## config.mk

```make
export PLATFORM = sky130hd
export DESIGN_NAME = button_gesture_detector
export DESIGN_NICKNAME = d
export VERILOG_FILES = /design/src/hdl/bgd_pkg.sv /design/src/hdl/bgd_core.sv /design/src/hdl/button_gesture_detector.sv
export SDC_FILE = /design/constraint.sdc
export NUM_CORES = 1
export LEC_CHECK = 0
export ABC_AREA = 1
export BUFFER_PORTS_ARGS = -buffer_cell sky130_fd_sc_hd__clkbuf_2
export CORE_MARGIN = 8
export CORE_UTILIZATION = 60
export CTS_CLUSTER_DIAMETER = 120
export DETAILED_ROUTE_END_ITERATION = 7
export GPL_ROUTABILITY_DRIVEN = 0
export PLACE_DENSITY_LB_ADDON = 0.1
export SYNTH_ARGS = -nofsm -noshare
export SYNTH_HDL_FRONTEND = slang
export SYNTH_HIERARCHICAL = 1
export SYNTH_SLANG_ARGS = --single-unit
```

## constraint.sdc

```tcl
create_clock -name clock -period 3.65 [get_ports clock]
set_clock_uncertainty 0.05 [all_clocks]
set_input_delay 0 -clock clock [delete_from_list [all_inputs] [get_ports clock]]
set_output_delay 0 -clock clock [all_outputs]
set_load 0.01 [all_outputs]
```

## src/hdl/bgd_pkg.sv

```systemverilog
`default_nettype none

package bgd_pkg;

   localparam int THRESH_BITS    = 16;
   localparam int STAMP_IN_BITS  = 32;
   localparam int CSR_INDEX_BITS = 4;

   typedef enum logic [CSR_INDEX_BITS-1:0] {
      CSR_HOLD_THRESHOLD      = 4'd0,
      CSR_LIVE_FILL_THRESHOLD = 4'd1,
      CSR_TAP_MAX             = 4'd2,
      CSR_DOUBLE_TAP_WINDOW   = 4'd3
   } csr_index_type;

   typedef enum logic [1:0] {
      AUX_NONE      = 2'd0,
      AUX_HAT       = 2'd1,
      AUX_FILL_GATE = 2'd2
   } aux_request_type;

   typedef struct packed {
      logic [THRESH_BITS-1:0] hold_threshold_ms;
      logic [THRESH_BITS-1:0] live_fill_threshold_ms;
      logic [THRESH_BITS-1:0] tap_max_ms;
      logic [THRESH_BITS-1:0] double_tap_window_ms;
   } cfg_type;

   typedef struct packed {
      logic                     button_pressed;
      logic                     switch_up;
      logic [STAMP_IN_BITS-1:0] time_ms;
      logic                     knob_moved;
   } sample_type;

   typedef struct packed {
      logic            tap;
      logic            double_tap;
      logic            shift_on;
      logic            live_fill_on;
      logic            switch_consumed;
      aux_request_type aux_request;
   } result_type;

endpackage

`default_nettype wire

```

## src/hdl/bgd_core.sv

```systemverilog
`default_nettype none

module bgd_core #(
   parameter int TIME_BITS = 32
) (
   input  wire                 clock,
   input  wire                 reset,
   input  wire                 step,
   input  bgd_pkg::sample_type sample,
   input  bgd_pkg::cfg_type    cfg,
   output bgd_pkg::result_type result
);
   import bgd_pkg::*;

   logic                 was_held_ff, was_held_in;
   logic                 last_switch_ff, last_switch_in;
   logic [TIME_BITS-1:0] press_stamp_ff, press_stamp_in;
   logic [TIME_BITS-1:0] release_stamp_ff, release_stamp_in;
   logic                 tap_pending_ff, tap_pending_in;
   logic                 knob_touched_ff, knob_touched_in;
   logic                 aux_active_ff, aux_active_in;
   logic                 shift_ff, shift_in;
   logic                 live_fill_ff, live_fill_in;

   logic [TIME_BITS-1:0] t;
   logic [TIME_BITS-1:0] since_press;
   logic [TIME_BITS-1:0] since_release;
   logic [TIME_BITS-1:0] held;
   logic                 press_start;
   logic                 release_edge;
   logic                 switch_move;

   assign t             = TIME_BITS'(sample.time_ms);
   assign since_press   = t - press_stamp_ff;
   assign since_release = t - release_stamp_ff;
   assign press_start   = sample.button_pressed && !was_held_ff;
   assign release_edge  = !sample.button_pressed && was_held_ff;
   assign switch_move   = sample.button_pressed && (sample.switch_up != last_switch_ff);
   // press stamp becomes t on the press sample, so the hold time is zero there
   assign held          = press_start ? '0 : since_press;

   always_comb begin
      was_held_in      = sample.button_pressed;
      last_switch_in   = sample.switch_up;
      press_stamp_in   = press_stamp_ff;
      release_stamp_in = release_stamp_ff;
      tap_pending_in   = tap_pending_ff;
      knob_touched_in  = knob_touched_ff;
      aux_active_in    = aux_active_ff;
      shift_in         = shift_ff;
      live_fill_in     = live_fill_ff;
      result           = '0;
      result.aux_request = AUX_NONE;

      if (switch_move) begin
         aux_active_in          = 1'b1;
         live_fill_in           = 1'b0;
         result.switch_consumed = 1'b1;
         result.aux_request     = sample.switch_up ? AUX_HAT : AUX_FILL_GATE;
      end

      if (sample.button_pressed && sample.knob_moved) begin
         knob_touched_in = 1'b1;
      end

      if (press_start) begin
         press_stamp_in  = t;
         knob_touched_in = 1'b0;
         live_fill_in    = 1'b0;
         aux_active_in   = 1'b0;
      end

      if (sample.button_pressed && !aux_active_in) begin
         shift_in = held >= TIME_BITS'(cfg.hold_threshold_ms);
         if (held >= TIME_BITS'(cfg.live_fill_threshold_ms) && !knob_touched_in) begin
            live_fill_in = 1'b1;
         end
      end

      if (release_edge) begin
         release_stamp_in = t;
         shift_in         = 1'b0;
         live_fill_in     = 1'b0;
         if (aux_active_ff) begin
            aux_active_in  = 1'b0;
            tap_pending_in = 1'b0;
         end else if (since_press < TIME_BITS'(cfg.tap_max_ms)) begin
            // gap is taken from the previous release
            if (tap_pending_ff && since_release < TIME_BITS'(cfg.double_tap_window_ms)) begin
               result.double_tap = 1'b1;
               tap_pending_in    = 1'b0;
            end else begin
               result.tap     = 1'b1;
               tap_pending_in = 1'b1;
            end
         end else begin
            tap_pending_in = 1'b0;
         end
      end else if (!sample.button_pressed && tap_pending_ff) begin
         // the release sample takes the branch above, so expiry is only checked on later samples
         if (since_release > TIME_BITS'(cfg.double_tap_window_ms)) begin
            tap_pending_in = 1'b0;
         end
      end

      result.shift_on     = shift_in;
      result.live_fill_on = live_fill_in;
   end

   always_ff @(posedge clock) begin
      if (reset) begin
         was_held_ff      <= 1'b0;
         last_switch_ff   <= 1'b1;
         press_stamp_ff   <= '0;
         release_stamp_ff <= '0;
         tap_pending_ff   <= 1'b0;
         knob_touched_ff  <= 1'b0;
         aux_active_ff    <= 1'b0;
         shift_ff         <= 1'b0;
         live_fill_ff     <= 1'b0;
      end else if (step) begin
         was_held_ff      <= was_held_in;
         last_switch_ff   <= last_switch_in;
         press_stamp_ff   <= press_stamp_in;
         release_stamp_ff <= release_stamp_in;
         tap_pending_ff   <= tap_pending_in;
         knob_touched_ff  <= knob_touched_in;
         aux_active_ff    <= aux_active_in;
         shift_ff         <= shift_in;
         live_fill_ff     <= live_fill_in;
      end
   end

endmodule

`default_nettype wire

```

## src/hdl/button_gesture_detector.sv

```systemverilog
`default_nettype none

// Button gesture detector: takes one sample beat per clock (button level,
// switch level, millisecond timestamp, knob flag) and returns one result beat
// per sample with tap / double-tap events, the shift and live-fill flags and
// any aux request from moving the switch while held. A sample lands in an
// input register, is evaluated against the gesture state in a single pass and
// its result is held in an output register; the sustained rate is one sample
// per cycle while rsp_stall is low. Timestamps are kept TIME_BITS wide and all
// time differences wrap at that width. The user must write threshold registers
// through the csr port only while no sample is in flight; the block does not
// enforce it. csr_ready is always high and unknown indexes are ignored.

module button_gesture_detector #(
   parameter int TIME_BITS = 32
) (
   input  wire                                    clock,
   input  wire                                    reset,
   input  wire                                    req_valid,
   output logic                                   req_stall,
   input  wire                                    req_button_pressed,
   input  wire                                    req_switch_up,
   input  wire  [bgd_pkg::STAMP_IN_BITS-1:0]      req_time_ms,
   input  wire                                    req_knob_moved,
   output logic                                   rsp_valid,
   input  wire                                    rsp_stall,
   output logic                                   rsp_tap,
   output logic                                   rsp_double_tap,
   output logic                                   rsp_shift_on,
   output logic                                   rsp_live_fill_on,
   output logic                                   rsp_switch_consumed,
   output logic [1:0]                             rsp_aux_request,
   input  wire                                    csr_valid,
   output logic                                   csr_ready,
   input  wire  [bgd_pkg::CSR_INDEX_BITS-1:0]     csr_index,
   input  wire  [bgd_pkg::THRESH_BITS-1:0]        csr_data
);
   import bgd_pkg::*;

   cfg_type    cfg_ff;
   sample_type in_sample_ff;
   logic       in_valid_ff;
   result_type rsp_result_ff;
   logic       rsp_valid_ff;
   result_type core_result;
   logic       out_free;
   logic       advance;
   logic       accept;

   assign out_free  = !rsp_valid_ff || !rsp_stall;
   assign advance   = in_valid_ff && out_free;
   assign req_stall = in_valid_ff && !out_free;
   assign accept    = req_valid && !req_stall;
   assign csr_ready = 1'b1;

   bgd_core #(
      .TIME_BITS(TIME_BITS)
   ) u_core (
      .clock  (clock),
      .reset  (reset),
      .step   (advance),
      .sample (in_sample_ff),
      .cfg    (cfg_ff),
      .result (core_result)
   );

   always_ff @(posedge clock) begin
      if (reset) begin
         cfg_ff.hold_threshold_ms      <= 16'd500;
         cfg_ff.live_fill_threshold_ms <= 16'd1000;
         cfg_ff.tap_max_ms             <= 16'd200;
         cfg_ff.double_tap_window_ms   <= 16'd300;
      end else if (csr_valid && csr_ready) begin
         unique case (csr_index)
            CSR_HOLD_THRESHOLD:      cfg_ff.hold_threshold_ms      <= csr_data;
            CSR_LIVE_FILL_THRESHOLD: cfg_ff.live_fill_threshold_ms <= csr_data;
            CSR_TAP_MAX:             cfg_ff.tap_max_ms             <= csr_data;
            CSR_DOUBLE_TAP_WINDOW:   cfg_ff.double_tap_window_ms   <= csr_data;
            default: ;
         endcase
      end
   end

   always_ff @(posedge clock) begin
      if (reset) begin
         in_valid_ff <= 1'b0;
      end else if (accept) begin
         in_valid_ff <= 1'b1;
      end else if (advance) begin
         in_valid_ff <= 1'b0;
      end
   end

   always_ff @(posedge clock) begin
      if (accept) begin
         in_sample_ff.button_pressed <= req_button_pressed;
         in_sample_ff.switch_up      <= req_switch_up;
         in_sample_ff.time_ms        <= req_time_ms;
         in_sample_ff.knob_moved     <= req_knob_moved;
      end
   end

   always_ff @(posedge clock) begin
      if (reset) begin
         rsp_valid_ff <= 1'b0;
      end else if (out_free) begin
         rsp_valid_ff <= in_valid_ff;
      end
   end

   always_ff @(posedge clock) begin
      if (advance) begin
         rsp_result_ff <= core_result;
      end
   end

   assign rsp_valid           = rsp_valid_ff;
   assign rsp_tap             = rsp_result_ff.tap;
   assign rsp_double_tap      = rsp_result_ff.double_tap;
   assign rsp_shift_on        = rsp_result_ff.shift_on;
   assign rsp_live_fill_on    = rsp_result_ff.live_fill_on;
   assign rsp_switch_consumed = rsp_result_ff.switch_consumed;
   assign rsp_aux_request     = rsp_result_ff.aux_request;

endmodule

`default_nettype wire
```

* Word-level counts from Yosys, hierarchy flattened
Index checks and enable logic that the tools add are counted.
** Operators by class
- Add/sub/neg operators :: 2
- $lt $le $gt $ge :: 5
- Equality and inequality tests :: 4
- Multiplexer cells :: 25
- Bitwise logic cells :: 2
- Reductions and logical operators :: 32
** Operators by type and width (count)
- $ge 32x16->1 :: 2
- $lt 32x16->1 :: 2
- $sub 32x32->32 :: 2
- $gt 32x16->1 :: 1
- $mux 32 :: 1
- $mux 1 :: 22
- $reduce_and 2->1 :: 6
- $logic_and 1x1->1 :: 11
- $eq 4x2->1 const B :: 2
- $logic_not 1->1 :: 8
- $reduce_bool 2->1 :: 3
- $eq 4x1->1 const B :: 1
- $logic_not 4->1 :: 1
- $mux 3 :: 1
- $reduce_and 3->1 :: 1
- $reduce_or 3->1 :: 1
- $mux 2 :: 1
- $not 1->1 :: 2
- $logic_or 1x1->1 :: 1
- $ne 1x1->1 :: 1
** Word-level totals
- Register bits after elaboration :: 179
- Input port bits :: 60
- Output and inout port bits :: 10
- Logic and storage cells :: 95

* Longest topological paths before layout
Gate-level depths: netlist of run 1.
- Depth in word-level cells :: 8
- Gate-level depth with buffers :: 29
- Mapped depth without buffers :: 28

* By module
Netlist of run 1, hierarchy kept.
** Modules (own cells, without submodules)
- bgd_core :: instances 1, cells an instance 1605, area an instance 9285.2 sq um, sequential area each 1421.4 sq um
- button_gesture_detector :: instances 1, cells an instance 506, area an instance 4413.0 sq um, sequential area each 2582.5 sq um

* Worst setup path before layout of run 1
No wires, ideal clock.
- Path type :: register -> register
- From :: register in_sample_ff[1] (netlist name)
- To :: register rsp_result_ff (netlist bit rsp_tap), data pin
- Setup time :: 0.251 ns
- Arrival time :: 2.848 ns
- Data required time :: 3.349 ns
- Slack :: 0.501 ns
- Cell stages (with the launch flop) :: 23
- Path buffers :: 1
- Path through :: edfxtp_1 > inv_1 > ha_1 > inv_1 > fa_1 > nand2_1 > nand2_1 > nand3_1 > nand2_1 > nand2_1 > nand2_1 > xor2_1 > ha_1 > nand2_1 > nor2_1 > a211oi_1 > o221ai_1 > a21o_1 > nor2_1 > nand3_1 > nand2_1 > inv_1 > buf_4
** On the way
- Longest elaborated chain between the ends :: 4
** RTL lines
- start: declaration :: RTL line button_gesture_detector.sv:41 : sample_type in_sample_ff;
- $sub 32x32->32 (on tied branches) :: RTL line bgd_core.sv:34, bgd_core.sv:35
- $lt 32x16->1 (on tied branches) :: RTL line bgd_core.sv:87, bgd_core.sv:89
- $not 1->1 (no source line) or $logic_and 1x1->1 (tied branches)
- $reduce_or 3->1 (no source line) or $mux 1 (tied branches)
- end signal: assignment :: RTL line button_gesture_detector.sv:113 : rsp_result_ff <= core_result;
- end: declaration :: RTL line button_gesture_detector.sv:43 : result_type rsp_result_ff;
Parallel ways exist; a longest one is shown, timed or not.
A chain may end at the register's enable or synchronous reset.

* Final worst setup path of run 1
- From :: register in_sample_ff[3] (netlist name)
- To :: register rsp_result_ff (netlist bit rsp_tap), data pin
Same word-level chain as after synthesis.

==> metrics.yaml, run 1 <==
synthMuxAreaShare: 0
slew-limit-headroom: 0.283
top_usage_layer: "met2"
fin_crit_sh: 0.992
path_max_fanout: 6
ios: 70
drt-total-wl_um: 40100
vias: 14000
synth_cell_types: 51
synth_ff_type: "dfxtp_1"
synth_compound_area_frac: 0.105
final_hold_viol_count: 0
max_cap_viol_count: 0
first_iter_violations: 1479
seqCellArea_um2: 4000
p_leak_uw: 0.00792
synth_fp_nets: 2295
netlist_instances: 2111
finalSetupTns_ns: 0
arrival_ns: 3.77
num_antenna_cells: 0
async_flop_share: 0
clock_latency_ns: 0.45
synth_xor_area_frac: 0.0185
critPathCaptureType: "flip-flop"
nNetsFinal: 2413
yosysSeqAreaShare: 0.292
critPathLaunchType: "flip-flop"
setup_viol: 0
grtUsageMet2: 0.458
clock.fmax_mhz: 276
area_delta_synth_final_pct: 15.5
irDropWorstVdd_mv: 0.317
grt_max_degree: 68
met3_usage: 0.0489
cts_tree: "built"
cp.buffers_inverters: 1
crit_required_ns: 3.80
multiInputGateArea_um2: 7930
met1_usage: 0.345
power_density_nw_per_um2: 363
drive_above_1_share: 0.110
start_util: 0.609
fillers: 1904
yosysWarnings: 6
dp_hpwl_um: 29300
drc: 0
numCtsBuffers: 17
holdWs_ns: 0.0279
critPathSlowestCell: "edfxtp_1"
status: "finished, final reports clean"
dr.pass1.iters: 6
grt_usage: 0.275
cp_top_family: "simple AND/OR/NAND/NOR gates"
synth_edf_count: 42
tightest_slew_ns: 1.08
synth_adder_area_share: 0.114
io_buffers: 68
ant_nets: 0
root_buffer: "clkbuf_16"
globalRouteOverflowTotal: 0
syn-cell-area_um2: 13700
period_needed_ns: 3.62
coreArea_um2: 22500
antenna_found_initial: 0
yosys.area_share.simple: 0.319
hold_path.class: "in -> reg"
synth_top_family_by_area: "simple AND/OR/NAND/NOR gates"
die_y_um: 167
die_width_um: 167
clk_pin_slew_ns: 0.09
grt_pass1_vias: 13000
routedWlPerCell_um: 15.9
cpPeakStageDelay_ns: 0.44
postSynthAreaPerCell_um2: 6.49
vias_per_cell: 5.54
grt_pass1_wl_um: 63000
clockBufferDepth: 2
h-tree-depth: 4
crit_type: "reg -> reg"
final_max_slew_viol_count: 0
crit_chain: "ha_2 -> a21oi_2 -> nand2_2 -> nand2_1 -> nand2_1 -> nand2_1 -> nand2_1 -> xor2_1 -> ha_1 -> a21oi_1 -> nor2_1 -> a211oi_2 -> o221ai_2 -> a21o_1 -> nor2_1 -> nand3_2 -> nand2_2 -> inv_1"
synth-seq-cells: 179
die-area_um2: 27900
clkSinkCount: 179
rows: 55
cp_common_cell: "nand2_1"
worst min-delay path: cells and delay by family:
family	cells	cell delay (ns)
buf+inv	1	0.13
simple gates	3	0.34
cell type report:
class,instances,area share
multi-input combinational,1410,0.502
sequential,179,0.253
inverter,467,0.111
timing repair buffer,154,0.0723
clock buffer,18,0.0285
tap,285,0.0225
clock inverter,14,0.0109
Yosys cell counts, types with 5 or more instances:
cell type,count,area [um^2]
nor3_1,15,75.1
xnor2_1,8,70.1
inv_1,452,1700
dfxtp_1,137,2740
nand3_2,5,50.1
buf_6,6,67.6
nand3b_1,7,52.6
o211ai_1,5,37.5
nor2_1,162,608
clkbuf_1,27,101
nor2_2,18,113
o21ai_0,92,460
nand4_1,91,569
nor2_4,5,56.3
a21oi_1,142,711
nand2_1,545,2050
inv_2,12,45.0
buf_4,12,90.1
nand3_1,106,531
ha_1,122,1530
xor2_1,21,184
nand2_2,15,93.8
buf_2,6,30.0
edfxtp_1,42,1260
cell usage in the layout (no fill, tap or decap), types with 3 or more instances in the layout:
| cell type | n |
|---|---|
| nand2_1 | 536 |
| inv_1 | 450 |
| nor2_1 | 159 |
| a21oi_1 | 138 |
| dfxtp_1 | 137 |
| ha_1 | 105 |
| nand3_1 | 102 |
| nand4_1 | 91 |
| o21ai_0 | 91 |
| clkbuf_2 | 68 |
| dlygate4sd3_1 | 58 |
| edfxtp_1 | 42 |
| buf_4 | 27 |
| nand2_2 | 24 |
| nor2_2 | 20 |
| clkbuf_16 | 18 |
| xor2_1 | 17 |
| inv_2 | 13 |
| nor3_1 | 13 |
| ha_4 | 10 |
| nand3_2 | 8 |
| nand3b_1 | 7 |
| xnor2_1 | 7 |
| ha_2 | 7 |
| nor2_4 | 6 |
| nor3_2 | 5 |
| a21oi_2 | 5 |
| o211ai_1 | 5 |
| nand3_4 | 4 |
| inv_6 | 4 |
| clkinv_8 | 4 |
| and2_1 | 4 |
| o21bai_1 | 4 |
| o21a_1 | 4 |
| a21boi_0 | 4 |
| xor2_2 | 4 |
| clkinv_1 | 3 |
| a21o_1 | 3 |
| o21ai_1 | 3 |
worst paths after layout:
check / cells after the start / endpoint / from / slack [ns]
max reg2reg: 18 / rsp_tap$_DFFE_PP_ / in_sample_ff[3]$_DFFE_PP_ / 0.03
max: 18 / rsp_tap$_DFFE_PP_ / in_sample_ff[3]$_DFFE_PP_ / 0.03
min: 4 / cfg_ff[2]$_SDFFE_PP1P_ / csr_index[3] / 0.03
min reg2reg: 2 / cfg_ff[56]$_SDFFE_PP1P_ / cfg_ff[56]$_SDFFE_PP1P_ / 0.41
kinds of logic (layout without fill, tap and decap cells):
family	count (synthesis)	in the layout
AO/OA/AOI/OAI	269	269
XOR/XNOR	29	29
adder cells (fa/ha/maj)	124	124
buffers and inverters	522	653
flip-flops	179	179
other	1	1
AND/OR/NAND/NOR	987	987
where the power goes:
| group | leakage, uW | switching [uW] | internal, uW |
|---|---|---|---|
| combinational | 0.00610 | 1020 | 603 |
| sequential | 0.00152 | 55.8 | 2110 |
| clock | 0.000302 | 970 | 976 |
what timing repair did:
| action | CTS | global route |
|---|---|---|
| endpoints found under the hold margin | 97 | 0 |
| hold buffers | 58 | 0 |
| buffers inserted | 0 | 15 |
| gates resized for setup | 1 | 62 |
| endpoints found under the setup margin | 1 | 7 |
| pin swaps | 0 | 26 |
metal layers:
metal / vias up / part of all wire
met4: 0 / 0.042
li1: 6891 / -
met2: 612 / 0.46
met3: 139 / 0.080
met5: - / 0
met1: 6362 / 0.42
per-stage QoR:
step / total power [uW] / area, um^2 / utilization / std cells / worst slack (ns)
after global routing: 6010 / 15800 / 0.703 / 2527 / -0.110
after CTS: 5590 / 15400 / 0.684 / 2512 / 0.0294
after global placement: 3590 / 14200 / 0.631 / 2422 / 0.145
after floorplan: 3270 / 13700 / - / 2111 / 0.501
final: 5730 / 15800 / 0.703 / 2527 / 0.0277
after detailed placement: 3630 / 14200 / 0.631 / 2422 / 0.0413
flip-flops by register name, indices dropped and copies added (netlist names), 2 cells and up:
signal	count
in_sample_ff	35
u_core/release_stamp_ff	32
rsp_aux_request	2
cfg_ff	64
u_core/press_stamp_ff	32
Power figures use the tool's default switching activity.
==> run 2, diff against run 1 <==
Settings changed: CORE_ASPECT_RATIO from default to 1.5, RECOVER_POWER from default to 25.
==> metrics.yaml, run 2 (same netlist as run 1, synthesis figures left out) <==
final_max_slew_viol_count: 0  # unchanged
globalRouteOverflowTotal: 0  # unchanged
final_hold_viol_count: 0  # unchanged
drc: 0  # unchanged
largest-register: "cfg_ff"
clock.fmax_mhz: 286  # +3.6%
drive_above_1_share: 0.0846  # -0.0256
cp.buffers_inverters: 2  # +1
grt_pass1_vias: 13200  # +1.1%
num_antenna_cells: 0  # unchanged
antenna_found_initial: 1  # +1
rows: 67  # +22%
critPathCaptureType: "flip-flop"
cts_tree: "built"
nNetsFinal: 2405  # -0.33%
die-area_um2: 28000  # +0.36%
arrival_ns: 3.64  # -0.13 ns
power_density_nw_per_um2: 364  # +0.38%
layout_common_cells: "541 x nand2_1, 451 x inv_1, 159 x nor2_1"
critPathLaunchType: "flip-flop"
fin_crit_sh: 0.958  # -0.0349
cpPeakStageDelay_ns: 0.45  # about the same
largest_registers: "cfg_ff (64), in_sample_ff (35)"
status: "finished, final reports clean"
r2r_slack_ns: 0.16  # +0.13 ns
clk_pin_slew_ns: 0.07  # -0.02 ns
finalSetupTns_ns: 0  # unchanged
cp_top_family: "simple AND/OR/NAND/NOR gates"
worst_slack_ns: 0.155  # +0.127 ns
crit_chain: "buf_4 -> ha_2 -> nand2_1 -> nor2_2 -> nand2_1 -> nand3_2 -> nand2_1 -> nand2_1 -> nand2_1 -> nand2_1 -> xor2_2 -> ha_1 -> a21oi_1 -> o221ai_1 -> a21o_1 -> nor2_1 -> nand3_2 -> nand2_2 -> inv_1"
period_needed_ns: 3.49  # -0.127 ns
numCtsBuffers: 17  # unchanged
setup_viol: 0  # unchanged
area_delta_synth_final_pct: 13.8
crit_type: "reg -> reg"
clock_latency_ns: 0.44  # about the same
first_iter_violations: 955  # -35%
slew-limit-headroom: 0.299  # +0.0158
p_leak_uw: 0.00780  # -1.6%
clkSinkCount: 179  # unchanged
tightest_slew_ns: 1.05  # -0.0248 ns
place_ws_ns: 0.102  # +0.0608 ns
routedWlPerCell_um: 15.8  # -0.20%
dr.pass1.iters: 6  # unchanged
vias: 13500  # -3.3%
critPathSlowestCell: "edfxtp_1"
vias_per_cell: 5.40  # -2.6%
hold_path.class: "in -> reg"
path_max_fanout: 4  # -2
io_buffers: 68  # unchanged
die_y_um: 201  # +20%
grt_pass1_wl_um: 64200  # +2.0%
grt_max_degree: 71  # +4.4%
irDropWorstVdd_mv: 0.381  # +20%
dp_hpwl_um: 30100  # +2.4%
h-tree-depth: 4  # unchanged
cp_common_cell: "nand2_1"
crit_required_ns: 3.79  # about the same
root_buffer: "clkbuf_16"
coreArea_um2: 22400  # -0.53%
max_cap_viol_count: 0  # unchanged
clockBufferDepth: 2  # unchanged
ios: 70  # unchanged
grt_usage: 0.281  # +0.00652
layout_commonest_cell: "nand2_1"
ant_nets: 0  # unchanged
die_width_um: 139  # -17%
largest_reg_flops: 64  # unchanged
start_util: 0.612  # +0.00327
drt-total-wl_um: 39700  # -0.87%
## run 2: per-stage QoR
step,instances,hold WS (ns),power (uW),util,cell area (um^2)
6_report,2510,0.0495,5670,0.696,15600
5_1_grt,2510,0.0433,5970,0.696,15600
4_1_cts,2503,0.00802,5630,0.687,15400
3_5_place_dp,2411,0.129,3630,0.633,14200
3_3_place_gp,2411,0.127,3600,0.633,14200
2_1_floorplan,2111,0.0191,3270,-,13700
## run 2: path summary, 6_finish.rpt
path,start,end,cells past startpoint
worst max register to register,in_sample_ff[6]$_DFFE_PP_,rsp_tap$_DFFE_PP_,19
worst min-delay path,csr_data[10],cfg_ff[42]$_SDFFE_PP0P_,5
worst min register to register,u_core/release_stamp_ff[19]$_SDFFE_PP0P_,u_core/release_stamp_ff[19]$_SDFFE_PP0P_,2
worst max-delay path,in_sample_ff[6]$_DFFE_PP_,rsp_tap$_DFFE_PP_,19
## run 2: power by group
| group | total (uW) | switching (uW) | internal, uW |
|---|---|---|---|
| Combinational | 1550 | 982 | 571 |
| Clock | 1950 | 845 | 1110 |
| Sequential | 2160 | 57.2 | 2110 |
| Total | 5670 | 1880 | 3790 |
## run 2: per-layer routing
layer / global-route usage / routed length (um) / up-vias
li1: - / - / 6880
met1: 0.307 / 15500 / 6017
met2: 0.484 / 18900 / 482
met3: 0.0407 / 2050 / 162
met4: 0.218 / 3180 / 2
met5: 0 / 13 / -
## run 2: what timing repair did
action	CTS	global route
resized for setup	0	36
hold buffers	60	0
setup endpoints to repair	0	7
buffers inserted	0	7
hold endpoints to repair	96	0
## run 2: area by class of cell
type                       instances  area [um^2]
tap                              276          345
timing repair buffer             146         1040
clock buffer                      21          483
inverter                         467         1750
sequential                       179         4000
multi-input combinational       1410         7820
clock inverter                    11          139
fill                            1944         6800
## run 2: worst reg2reg max path, cell delays in order (launching register included)
cell	delay, ns
edfxtp_1	0.45
buf_4	0.19
ha_2	0.37
nand2_1	0.12
nor2_2	0.14
nand2_1	0.08
nand3_2	0.09
nand2_1	0.06
nand2_1	0.12
nand2_1	0.06
nand2_1	0.13
xor2_2	0.18
ha_1	0.28
a21oi_1	0.18
o221ai_1	0.13
a21o_1	0.18
nor2_1	0.12
nand3_2	0.16
nand2_2	0.13
inv_1	0.04
==> run 3, diff against run 2 <==
Settings changed: BUFFER_PORTS_ARGS -buffer_cell sky130_fd_sc_hd__clkbuf_2 to -buffer_cell sky130_fd_sc_hd__buf_2, CTS_BUF_LIST from default to sky130_fd_sc_hd__clkbuf_8, PLACE_DENSITY from default to 0.78, PLACE_DENSITY_LB_ADDON 0.1 to default.
==> metrics.yaml, run 3 (same netlist as run 1, synthesis figures left out) <==
status: "finished, final reports clean"
coreArea_um2: 22400  # unchanged
slew-limit-headroom: 0.226  # -0.0727
io_buffers: 68  # unchanged
place_ws_ns: 0.0738  # -0.0283 ns
largest-register: "cfg_ff"
crit_type: "reg -> reg"
fin_util: 0.687  # -0.00945
total_power_uw: 5010  # -12%
period_needed_ns: 3.58  # +0.0896 ns
cts_tree: "built"
final_hold_viol_count: 0  # unchanged
clockBufferDepth: 2  # unchanged
antenna_found_initial: 0  # -1
layout_commonest_cell: "nand2_1"
final_max_slew_viol_count: 0  # unchanged
crit_chain: "ha_2 -> a21oi_1 -> nand2_1 -> nand2_1 -> nand2_1 -> nand2_1 -> nand2_1 -> xor2_1 -> ha_1 -> a21oi_1 -> nor2_1 -> a211oi_1 -> o221ai_1 -> a21o_1 -> nor2_1 -> nand3_2 -> nand2_2 -> inv_1"
first_iter_violations: 991  # +3.8%
layout_common_cells: "542 x nand2_1, 453 x inv_1, 158 x nor2_1"
dp_hpwl_um: 30100  # +0.11%
hold_path.class: "in -> reg"
numCtsBuffers: 17  # unchanged
critPathSlowestCell: "edfxtp_1"
cpPeakStageDelay_ns: 0.51  # +0.06 ns
vias: 13800  # +1.8%
irDropWorstVdd_mv: 0.306  # -20%
clock.fmax_mhz: 279  # -2.5%
fillers: 1951  # +0.36%
root_buffer: "clkbuf_8"
h-tree-depth: 4  # unchanged
worst_slack_ns: 0.0655  # -0.0896 ns
num_antenna_cells: 0  # unchanged
grt_pass1_vias: 12700  # -3.1%
grt_usage: 0.276  # -0.00553
largest_reg_flops: 64  # unchanged
die_y_um: 201  # unchanged
multiInputGateArea_um2: 7800  # -0.16%
start_util: 0.612  # unchanged
rows: 67  # unchanged
seqCellArea_um2: 4000  # unchanged
tightest_slew_ns: 1.16  # +0.106 ns
die-area_um2: 28000  # unchanged
ios: 70  # unchanged
drc: 0  # unchanged
fin_crit_sh: 0.982  # +0.0245
power_density_nw_per_um2: 326  # -10%
crit_required_ns: 3.84  # +0.05 ns
arrival_ns: 3.78  # +0.14 ns
clk_pin_slew_ns: 0.10  # +0.03 ns
max_cap_viol_count: 0  # unchanged
routedWlPerCell_um: 15.8  # +0.17%
vias_per_cell: 5.48  # +1.5%
grt_max_degree: 71  # unchanged
drive_above_1_share: 0.0852  # +0.000552
clock_latency_ns: 0.49  # +0.05 ns
p_leak_uw: 0.00768  # -1.5%
area_delta_synth_final_pct: 12.2
drt-total-wl_um: 39900  # +0.53%
die_width_um: 139  # unchanged
critPathLaunchType: "flip-flop"
grt_pass1_wl_um: 62300  # -3.0%
path_max_fanout: 6  # +2
setup_viol: 0  # unchanged
ant_nets: 0  # unchanged
largest_registers: "cfg_ff (64), in_sample_ff (35)"
globalRouteOverflowTotal: 0  # unchanged
dr.pass1.iters: 8  # +2
rsz0062_at_grt: "true"
clkSinkCount: 179  # unchanged
critPathCaptureType: "flip-flop"
cp_common_cell: "nand2_1"
nNetsFinal: 2414  # +0.37%
[run 3: changes by cell type in the layout (fill, tap and decap cells not counted), moves of 3 or more]
cell and delta:
clkbuf_2 -45, clkbuf_8 +17, dlygate4sd3_1 +5, buf_2 +44, clkinvlp_4 +3, clkbuf_16 -19
buf_4 +4, ha_2 +3
[run 3: area by class of cell]
class / instances / area share
inverter: 467 / 0.114
clock buffer: 17 / 0.0152
multi-input combinational: 1410 / 0.508
timing repair buffer: 155 / 0.0730
sequential: 179 / 0.260
clock inverter: 15 / 0.00716
tap: 276 / 0.0225
[run 3: per-stage QoR]
step | setup TNS, ns | std cells | instance area (um^2) | hold WS, ns
global placement | 0 | 2410 | 14200 | 0.127
finish | 0 | 2519 | 15400 | 0.0974
floorplan | 0 | 2111 | 13700 | 0.0191
global route | -0.367 | 2519 | 15400 | 0.127
detailed placement | 0 | 2410 | 14200 | 0.128
CTS | 0 | 2507 | 15100 | 0.0554
[run 3: layer usage]
layer	share of wire	vias to the layer above	wire length (um)	GRT usage
met3	0.055	169	2200	0.0412
met1	0.39	6155	15700	0.300
met4	0.073	0	2930	0.204
met5	0	-	0	0
li1	-	6889	-	-
met2	0.48	580	19100	0.479
[run 3: path summary, 6_finish.rpt]
kind,start,endpoint,slack (ns),cells past startpoint
worst max-delay path,in_sample_ff[3]$_DFFE_PP_,rsp_tap$_DFFE_PP_,0.07,18
worst min-delay path,csr_index[0],cfg_ff[53]$_SDFFE_PP1P_,0.1,5
worst max register to register,in_sample_ff[3]$_DFFE_PP_,rsp_tap$_DFFE_PP_,0.07,18
worst min register to register,u_core/release_stamp_ff[26]$_SDFFE_PP0P_,u_core/release_stamp_ff[26]$_SDFFE_PP0P_,0.41,2
[run 3: power by group]
part | leakage, uW | switching [uW] | internal (uW) | total [uW]
Clock | 0.000171 | 795 | 475 | 1270
Sequential | 0.00152 | 56.4 | 2110 | 2160
Combinational | 0.00599 | 1000 | 579 | 1580
[run 3: critical path: cells and delay by family, from the launching register on]
| family | cells | cell delay [ns] |
|---|---|---|
| AO/OA/AOI/OAI | 5 | 0.87 |
| flip-flops | 1 | 0.51 |
| buffers and inverters | 1 | 0.04 |
| adder cells (fa/ha/maj) | 2 | 0.66 |
| AND/OR/NAND/NOR | 9 | 1.05 |
| XOR/XNOR | 1 | 0.16 |
[run 3: timing repair]
item / in CTS / in global routing
hold buffers: 65 / 0
gates resized for setup: 0 / 34
endpoints found under the hold margin: 102 / 0
endpoints found under the setup margin: 0 / 7
setup buffers: 0 / 12
